--- config.mk ---
export PLATFORM = sky130hd
export DESIGN_NAME = fpa_ctrl
export DESIGN_NICKNAME = d
export VERILOG_FILES = /design/src/fpa_pkg.sv /design/src/fpa_ctrl.sv
export SDC_FILE = /design/constraint.sdc
export NUM_CORES = 1
export LEC_CHECK = 0
export CAP_MARGIN = 20
export CORE_AREA = 3 3 40 42
export CTS_CLUSTER_DIAMETER = 100
export DETAILED_ROUTE_END_ITERATION = 8
export DIE_AREA = 0 0 43 45
export DONT_BUFFER_PORTS = 1
export GPL_TIMING_DRIVEN = 0
export MAX_ROUTING_LAYER = met4
export SETUP_SLACK_MARGIN = 0.02
export SYNTH_ARGS = -nofsm -noshare
export SYNTH_HDL_FRONTEND = slang
export SYNTH_SLANG_ARGS = --single-unit
--- constraint.sdc ---
create_clock -name clock -period 2.3 [get_ports clock]
set_input_delay 0.115 -clock clock [delete_from_list [all_inputs] [get_ports clock]]
set_output_delay 0.115 -clock clock [all_outputs]
set_load 0.01 [all_outputs]
--- src/fpa_pkg.sv ---
// Shared types, widths and codes for the four-lane priority arbiter.
// No dependencies; every other file of the block but fpa_ram uses this package.
`default_nettype none

package fpa_pkg;

   localparam int NUM_LANES   = 4;
   localparam int LANE_W      = 2;
   localparam int QUEUE_DEPTH = 1024;
   localparam int HEAD_W      = $clog2(QUEUE_DEPTH);
   localparam int COUNT_W     = $clog2(QUEUE_DEPTH + 1);
   localparam int ID_W        = 32;
   localparam int TIME_W      = 32;
   localparam int SIZE_THR_W  = 11;
   localparam int WAIT_THR_W  = 32;
   localparam int CMP_W       = (COUNT_W > SIZE_THR_W) ? COUNT_W : SIZE_THR_W;
   localparam int PICK_W      = (TIME_W > COUNT_W) ? TIME_W : COUNT_W;
   localparam int ADDR_W      = HEAD_W + LANE_W;
   localparam int RAM_DEPTH   = NUM_LANES * (2 ** HEAD_W);

   localparam int CSR_INDEX_W = 1;
   localparam int CSR_DATA_W  = 32;
   localparam logic [CSR_INDEX_W-1:0] CSR_SIZE_THRESHOLD = CSR_INDEX_W'(0);
   localparam logic [CSR_INDEX_W-1:0] CSR_WAIT_THRESHOLD = CSR_INDEX_W'(1);

   localparam logic [SIZE_THR_W-1:0] SIZE_THR_RESET = SIZE_THR_W'(5);
   localparam logic [WAIT_THR_W-1:0] WAIT_THR_RESET = WAIT_THR_W'(20);
   localparam logic [LANE_W-1:0]     START_LANE     = LANE_W'(3);
   localparam logic [ID_W-1:0]       FIRST_ID       = ID_W'(1);

   localparam logic OP_ARRIVAL = 1'b0;
   localparam logic OP_SERVE   = 1'b1;

   typedef enum logic [1:0] {
      STATUS_ENQUEUED = 2'd0,
      STATUS_DROPPED  = 2'd1,
      STATUS_SERVED   = 2'd2,
      STATUS_IDLE     = 2'd3
   } rsp_status_type;

   typedef struct packed {
      logic [ID_W-1:0]   id;
      logic [TIME_W-1:0] arrival;
   } entry_type;

   // Controller to datapath
   typedef struct packed {
      logic capture;
      logic calc;
      logic pick;
      logic commit_arrival;
      logic commit_serve;
      logic fill;
   } dp_cmd_type;

   // Datapath to controller
   typedef struct packed {
      logic out_free;
      logic refill;
   } dp_status_type;

endpackage

`default_nettype wire

--- src/fpa_ctrl.sv ---
// Sequencing state machine for the arbiter: issues datapath commands per item.
// Depends on fpa_pkg.
`default_nettype none

module fpa_ctrl (
   input  wire logic                   clock,
   input  wire logic                   reset,
   input  wire logic                   req_accept,
   input  wire logic                   req_is_serve,
   input  wire fpa_pkg::dp_status_type status,
   output fpa_pkg::dp_cmd_type         cmd,
   output logic                        req_ready
);
   import fpa_pkg::*;

   typedef enum logic [2:0] {
      ST_IDLE,
      ST_ARRIVE,
      ST_CALC,
      ST_PICK,
      ST_DECIDE,
      ST_FILL
   } state_type;

   state_type state_ff, state_in;
   logic      ready_ff, ready_in;

   always_comb begin
      state_in = state_ff;
      ready_in = ready_ff;
      cmd      = '0;
      unique case (state_ff)
         ST_IDLE: begin
            cmd.capture = req_accept;
            if (req_accept) begin
               state_in = req_is_serve ? ST_CALC : ST_ARRIVE;
               ready_in = 1'b0;
            end
         end
         ST_ARRIVE: begin
            cmd.commit_arrival = status.out_free;
            if (status.out_free) begin
               state_in = ST_IDLE;
               ready_in = 1'b1;
            end
         end
         ST_CALC: begin
            cmd.calc = 1'b1;
            state_in = ST_PICK;
         end
         ST_PICK: begin
            cmd.pick = 1'b1;
            state_in = ST_DECIDE;
         end
         ST_DECIDE: begin
            cmd.commit_serve = status.out_free;
            if (status.out_free) begin
               if (status.refill) begin
                  state_in = ST_FILL;
               end else begin
                  state_in = ST_IDLE;
                  ready_in = 1'b1;
               end
            end
         end
         ST_FILL: begin
            cmd.fill = 1'b1;
            state_in = ST_IDLE;
            ready_in = 1'b1;
         end
         default: begin
            state_in = ST_IDLE;
            ready_in = 1'b1;
         end
      endcase
   end

   always_ff @(posedge clock) begin
      if (reset) begin
         state_ff <= ST_IDLE;
         ready_ff <= 1'b1;
      end else begin
         state_ff <= state_in;
         ready_ff <= ready_in;
      end
   end

   assign req_ready = ready_ff;

endmodule

`default_nettype wire

==> results of run 1 <==
-- per-layer routing --
layer	track usage [%]	wire length [µm]
met1	8.21	275
met3	8.37	91
met5	-	0
met4	0	0
met2	9.88	231
-- cell usage in the layout (no fill, tap or decap) --
cell           n
a21bo_1        1
a21oi_1        2
a31oi_1        3
and2_1         1
and3_2         1
and3b_2        2
buf_6          1
clkbuf_4       3
dfxtp_1        4
dlygate4sd3_1  1
inv_1          1
inv_2          1
nand2b_1       1
nor2_1         3
nor2b_1        1
nor2b_2        1
nor3_1         1
nor3b_1        1
nor3b_2        1
nor4b_1        1
o21ai_0        1
o32ai_1        1
or3_4          1
-- power by group through the flow --
stage	logic, mW	clock network, mW	registers, mW
after floorplan	0.0258	0	0.0851
after global placement	0.0288	0	0.0871
after detailed placement	0.0297	0	0.0873
after CTS	0.0312	0.0882	0.0863
after global routing	0.0350	0.0909	0.0877
final	0.0305	0.0828	0.0863
-- registers in the layout, summed over array words and instances (netlist names) --
name       count
req_ready      1
state_ff       3
-- kinds of logic after synthesis --
logic type	after synthesis	synth area share [%]
simple gates	15	42.4
compound gates	8	20.0
flops	4	30.5
buf+inv	3	7.14
-- path summary, 6_finish.rpt --
path                                 start                       end  cells after the start
setup reg to reg  state_ff[0]$_SDFFE_PP0P_    req_ready$_SDFFE_PP1P_                      3
hold / removal                       reset  state_ff[0]$_SDFFE_PP0P_                      1
setup / recovery  state_ff[2]$_SDFFE_PP0P_                    cmd[5]                      2
hold reg to reg     req_ready$_SDFFE_PP1P_    req_ready$_SDFFE_PP1P_                      2
-- area by class of cell --
| cell class | instances | area [µm²] |
|---|---|---|
| timing repair buffer | 1 | 10.0 |
| clock buffer | 3 | 22.5 |
| inverter | 2 | 7.51 |
| buffer | 1 | 11.3 |
| tap | 15 | 18.8 |
| fill | 139 | 971 |
| multi-input combinational | 23 | 164 |
| sequential | 4 | 80.1 |
-- metrics by stage --
step	setup slack [ps]	utilization, %	area [µm²]	total power, mW	hold slack [ps]
3_5_place_dp	1150	21.9	282	0.117	195
5_1_grt	860	24.4	314	0.214	9.19
6_report	981	24.4	314	0.200	10.2
2_1_floorplan	1190	-	263	0.111	187
4_1_cts	950	24.4	314	0.206	2.51
3_3_place_gp	1160	21.9	282	0.116	189
==> run_results.csv, run 1 <==
group,metric,value,unit
route,vias_per_cell,4.67,
worst_setup_path,start_kind,"flip-flop",
pwr,switching_share,24.9,%
clocking,clk_path_buf_depth,2,
route,post-route-drc-count,0,
clocking,cts_resized,0,
grt,antenna_found_initial,0,
yosys,netlist.area_leader.share,30.5,%
sta,drv_slew,0,
grt,grt_overflow_total,0,
grt,grt_pass1_vias,235,
die,die_x,43,µm
yosys,yosysSeqAreaShare,30.5,%
clocking,cts_made_buffers,3,
worst_setup_path,critPathCaptureType,"output port",
worst_setup_path,cp_slowest_cell,"nor4b_1",
pwr,pwr-share-seq,43.2,%
sta,hold_viol_final,0,
pwr,power_density,635,mW/mm²
clocking,cts.clk_slew.worst_paths,30,ps
layout,drive_gt1_share,32.4,%
pwr,leakage,0.120,nW
yosys,ys_top_cells_by_area,"dfxtp_1 (30%), and3b_2 (7.6%), a31oi_1 (7.1%), nor3b_2 (4.8%), buf_6 (4.3%)",
sta,tightest_slew,604,ps
yosys,yosysMostFrequentCell,"dfxtp_1",
clocking,insertion_delay,230,ps
die,initial_utilization,20.4,%
worst_setup_path,crit_buf_inv,1,
yosys,ys_ff_latch,4,
sta,rsz0062_at_grt,"no",
pwr,power_frac_clock,41.5,%
pwr,p_sw,0.0496,mW
yosys,postSynth.asyncResetShare,0,%
worst_setup_path,critical-path-max-stage-delay,550,ps
layout,antenna_cells,0,
die,die_y,45,µm
clocking,cts_tree,"built",
sta,min_period,1320,ps
place,place.gp.congestion,0.679,
sta,setup_viol_count_final,0,
worst_setup_path,criticalPathCategory,"reg -> out",
route,ant_nets,0,
pwr,internal_power,0.150,mW
yosys,synthFlopType,"dfxtp_1",
grt,track_usage,7.55,%
worst_setup_path,crit_arrival,1200,ps
sta,min_period_over_period,57.3,%
layout,areaGrowthSynthToFinish,19.5,%
route,first_pass_iters,2,
route,drt_iter0_markers,3,
yosys,yosys.area.top_type,"dfxtp_1",
run,cap_violations,0,
clocking,clock_sink_count,4,
worst_setup_path,cp.required,2180,ps
worst_setup_path,crit_fanout,10,
pwr,comb_power_share,15.3,%
sta,final.setup.tns,0,ps
clocking,root_buffer,"clkbuf_4",
clocking,cts_max_level,1,
place,port_buffers,0,
place,dp_cells,45,
clocking,hold_buffers,1,
yosys,synth_warnings,0,
route,routed_wl,598,µm
layout,fin_cells,49,
layout,layout.nets,42,
outcome,status,"complete, no violations",
route,wl_per_cell,12.2,µm
die,rows,13,
route,num_vias,229,
worst_setup_path,cp_top_family,"simple AND/OR/NAND/NOR gates",
die,die_area,0.00194,mm²
yosys,ys_types,21,
yosys,syn_inst,30,
sta,finClkSkew,0.944,ps
die,coreArea,0.00128,mm²
sta,fmax,758,MHz
grt,grt_pass1_wl,1010,µm
pwr,vdd_drop_max,0.392,mV
yosys,synth_area_per_cell,8.76,µm²
worst_hold_path,hold_class,"in -> reg",
sta,relSlewSlack,59.2,%
yosys,ys_top_cells_by_count,"dfxtp_1 (4), a31oi_1 (3), nor2_1 (3)",
worst_setup_path,path_cells,"buf_6 -> nor4b_1",
yosys,syn-cell-area,263,µm²
yosys,synth-edff-count,0,
clocking,post-cts-setup-buffers,0,
die,io_pins,13,
worst_setup_path,rrSetupSlack,1150,ps
yosys,synth_nets,36,
grt,grt_start_max_net_pins,11,
No activity file was read; power rests on OpenSTA's default activity.
==> run 2, diff against run 1 <==
--- a/config.mk
+++ b/config.mk
@@ -5,6 +5,7 @@
 export SDC_FILE = /design/constraint.sdc
 export NUM_CORES = 1
 export LEC_CHECK = 0
+export ABC_AREA = 1
 export CAP_MARGIN = 20
 export CORE_AREA = 3 3 40 42
 export CTS_CLUSTER_DIAMETER = 100
==> constraint.sdc (replaced) <==
create_clock -name clock -period 1.1 [get_ports clock]
set_input_delay 0.055 -clock clock [delete_from_list [all_inputs] [get_ports clock]]
set_output_delay 0.055 -clock clock [all_outputs]
set_load 0.01 [all_outputs]
==> run_results.csv, run 2 <==
group,metric,value,unit
sta,setup_viol_count_final,0,
worst_setup_path,rr_worst_depth,6,
route,routed_wl,689,µm
yosys,yosysSeqAreaShare,27.6,%
yosys,ys_types,16,
worst_setup_path,cp_top_family,"simple AND/OR/NAND/NOR gates",
grt,grt_start_max_net_pins,9,
layout,areaGrowthSynthToFinish,37.1,%
worst_setup_path,cp_slowest_cell,"dfxtp_4",
worst_setup_path,cp.required,1040,ps
worst_hold_path,hold_class,"in -> reg",
sta,min_period_over_period,99.8,%
layout,fillers,136,
route,drt_iter0_markers,2,
yosys,ys_top_cells_by_count,"nand2_1 (7), nand3_1 (7), inv_1 (5), nor2_1 (5), dfxtp_1 (4)",
worst_setup_path,path_cells,"nor2_4 -> nand2_2 -> nor2_2",
worst_setup_path,crit_arrival,1040,ps
worst_hold_path,worstHoldPathCells,2,
sta,hold_viol_final,0,
pwr,leakage,0.171,nW
clocking,clk_path_buf_depth,2,
sta,drv_slew,0,
worst_setup_path,critPathCaptureType,"output port",
route,num_vias,291,
place,place.gp.congestion,0.809,
grt,grt_overflow_total,0,
layout,fin_cells,64,
yosys,syn_inst,44,
worst_setup_path,start_kind,"flip-flop",
clocking,cts_tree,"built",
layout,drive_gt1_share,55.1,%
pwr,power_density,1400,mW/mm²
die,io_pins,13,
sta,finClkSkew,1.17,ps
sta,tightest_slew,237,ps
die,die_y,45,µm
die,die_x,43,µm
sta,min_period,1100,ps
layout,antenna_cells,0,
pwr,vdd_drop_max,0.923,mV
run,cap_violations,0,
route,routed-wl-met2,282,µm
clocking,insertion_delay,230,ps
yosys,ys_ff_latch,4,
die,coreArea,0.00128,mm²
layout,final_common_cell,"nand3_1",
route,drt-met1-wl,352,µm
sta,rsz0062_at_grt,"yes",
pwr,p_total,0.559,mW
route,met3WireLength,54,µm
yosys,postSynth.asyncResetShare,0,%
die,initial_utilization,22.6,%
yosys,yosys.area.top_type,"dfxtp_1",
place,port_buffers,0,
layout,largest_reg_flops,3,
yosys,syn-cell-area,290,µm²
clocking,root_buffer,"clkbuf_4",
yosys,synthFlopType,"dfxtp_1",
sta,timing.final.ws_setup,2.20,ps
clocking,clock_sink_count,4,
route,wl_per_cell,10.8,µm
die,rows,13,
sta,relSlewSlack,84.1,%
worst_setup_path,crit_buf_inv,0,
die,die_area,0.00194,mm²
clocking,cts_max_level,1,
layout,layout.nets,57,
layout,layout_common_cells,"nand3_1 (6), nand2_2 (5), inv_1 (4), nand2_1 (4)",
grt,grt_pass1_wl,1080,µm
clocking,cts.clk_slew.worst_paths,40,ps
route,post-route-drc-count,0,
route,vias_per_cell,4.55,
route,ant_nets,0,
yosys,synth_warnings,0,
place,dp_cells,59,
route,top_layer_used,"met3",
outcome,status,"complete, no violations",
grt,antenna_found_initial,0,
sta,holdWs,30.6,ps
yosys,synth_nets,50,
grt,track_usage,7.73,%
yosys,ys_top_cells_by_area,"dfxtp_1 (28%), nand3_1 (12%), nand2_1 (9.1%), nand3_2 (6.9%), inv_1 (6.5%)",
worst_setup_path,crit_fanout,6,
place,dp_slack,-16.3,ps
worst_setup_path,criticalPathCategory,"reg -> out",
worst_setup_path,critical-path-max-stage-delay,360,ps
worst_setup_path,path_depth,3,
yosys,synth_area_per_cell,6.60,µm²
route,first_pass_iters,3,
yosys,synth-edff-count,0,
layout,largest-register,"state_ff",
sta,fmax,911,MHz
clocking,cts_made_buffers,3,
yosys,netlist.area_leader.share,27.6,%
sta,final.setup.tns,0,ps
place,place_hpwl,516,µm
grt,grt_pass1_vias,249,
[run 2: cell count changes in the layout (fill, tap and decap cells not counted), moves of 3 or more]
cell / change
nor2_1: -3
nor2_4: +3
nor2_2: +3
inv_1: +3
nand3_2: +3
nand2_2: +5
dfxtp_1: -3
nand2_1: +4
nand3_1: +6
[run 2: report_power, final]
| group | internal (mW) | switching [mW] |
|---|---|---|
| sequential | 0.166 | 0.0287 |
| clock | 0.122 | 0.0534 |
| combinational | 0.0708 | 0.118 |
| total | 0.359 | 0.200 |
[run 2: metal layers]
metal,vias up,GRT usage (%)
met5,-,-
met4,0,0
met3,0,5.18
met2,11,9.88
met1,122,10.6
li1,158,-
[run 2: logic make-up (layout without fill, tap and decap cells)]
kind of cell	count (synthesis)	count (layout)	synth area share [%]
buffers and inverters	7	12	9.05
flip-flops	4	4	27.6
AO/OA/AOI/OAI	4	4	7.33
AND/OR/NAND/NOR	29	29	56.0
[run 2: area by class of cell]
class	instances	area, µm²	area share, %
flip-flops and latches	4	86.3	21.7
inverters	7	28.8	7.23
well taps	15	18.8	4.72
repair buffers	2	17.5	4.40
multi-input cells	33	224	56.3
clock buffers	3	22.5	5.66
[run 2: path summary, 6_finish.rpt]
check | from | end | slack, ps
worst max register to register | state_ff[0]$_SDFFE_PP0P_ | state_ff[2]$_SDFFE_PP0P_ | 10
worst min register to register | req_ready$_SDFFE_PP1P_ | req_ready$_SDFFE_PP1P_ | 530
worst max-delay path | state_ff[0]$_SDFFE_PP0P_ | cmd[1] | 2
worst min-delay path | req_is_serve | state_ff[1]$_SDFFE_PP0P_ | 30
[run 2: timing repair]
item / 4_1_cts / 5_1_grt
hold endpoints to repair: 4 / 0
setup buffers: 0 / 1
resized for setup: 12 / 6
setup endpoints to repair: 6 / 8
hold buffers: 1 / 0
pin swaps: 2 / 9
[run 2: worst register-to-register path: stages (launching register included)]
cell and delay (ps):
dfxtp_4 360, nor2_4 210, nand2_2 110, nand2_2 80
nand2_4 60, nand3_1 90, a21oi_1 60
[run 2: metrics by stage]
step	cell area (µm²)	utilization (%)
after detailed placement	309	24.1
after global placement	309	24.1
after floorplan	290	-
final	398	31.0
after CTS	373	29.0
after global routing	398	31.0
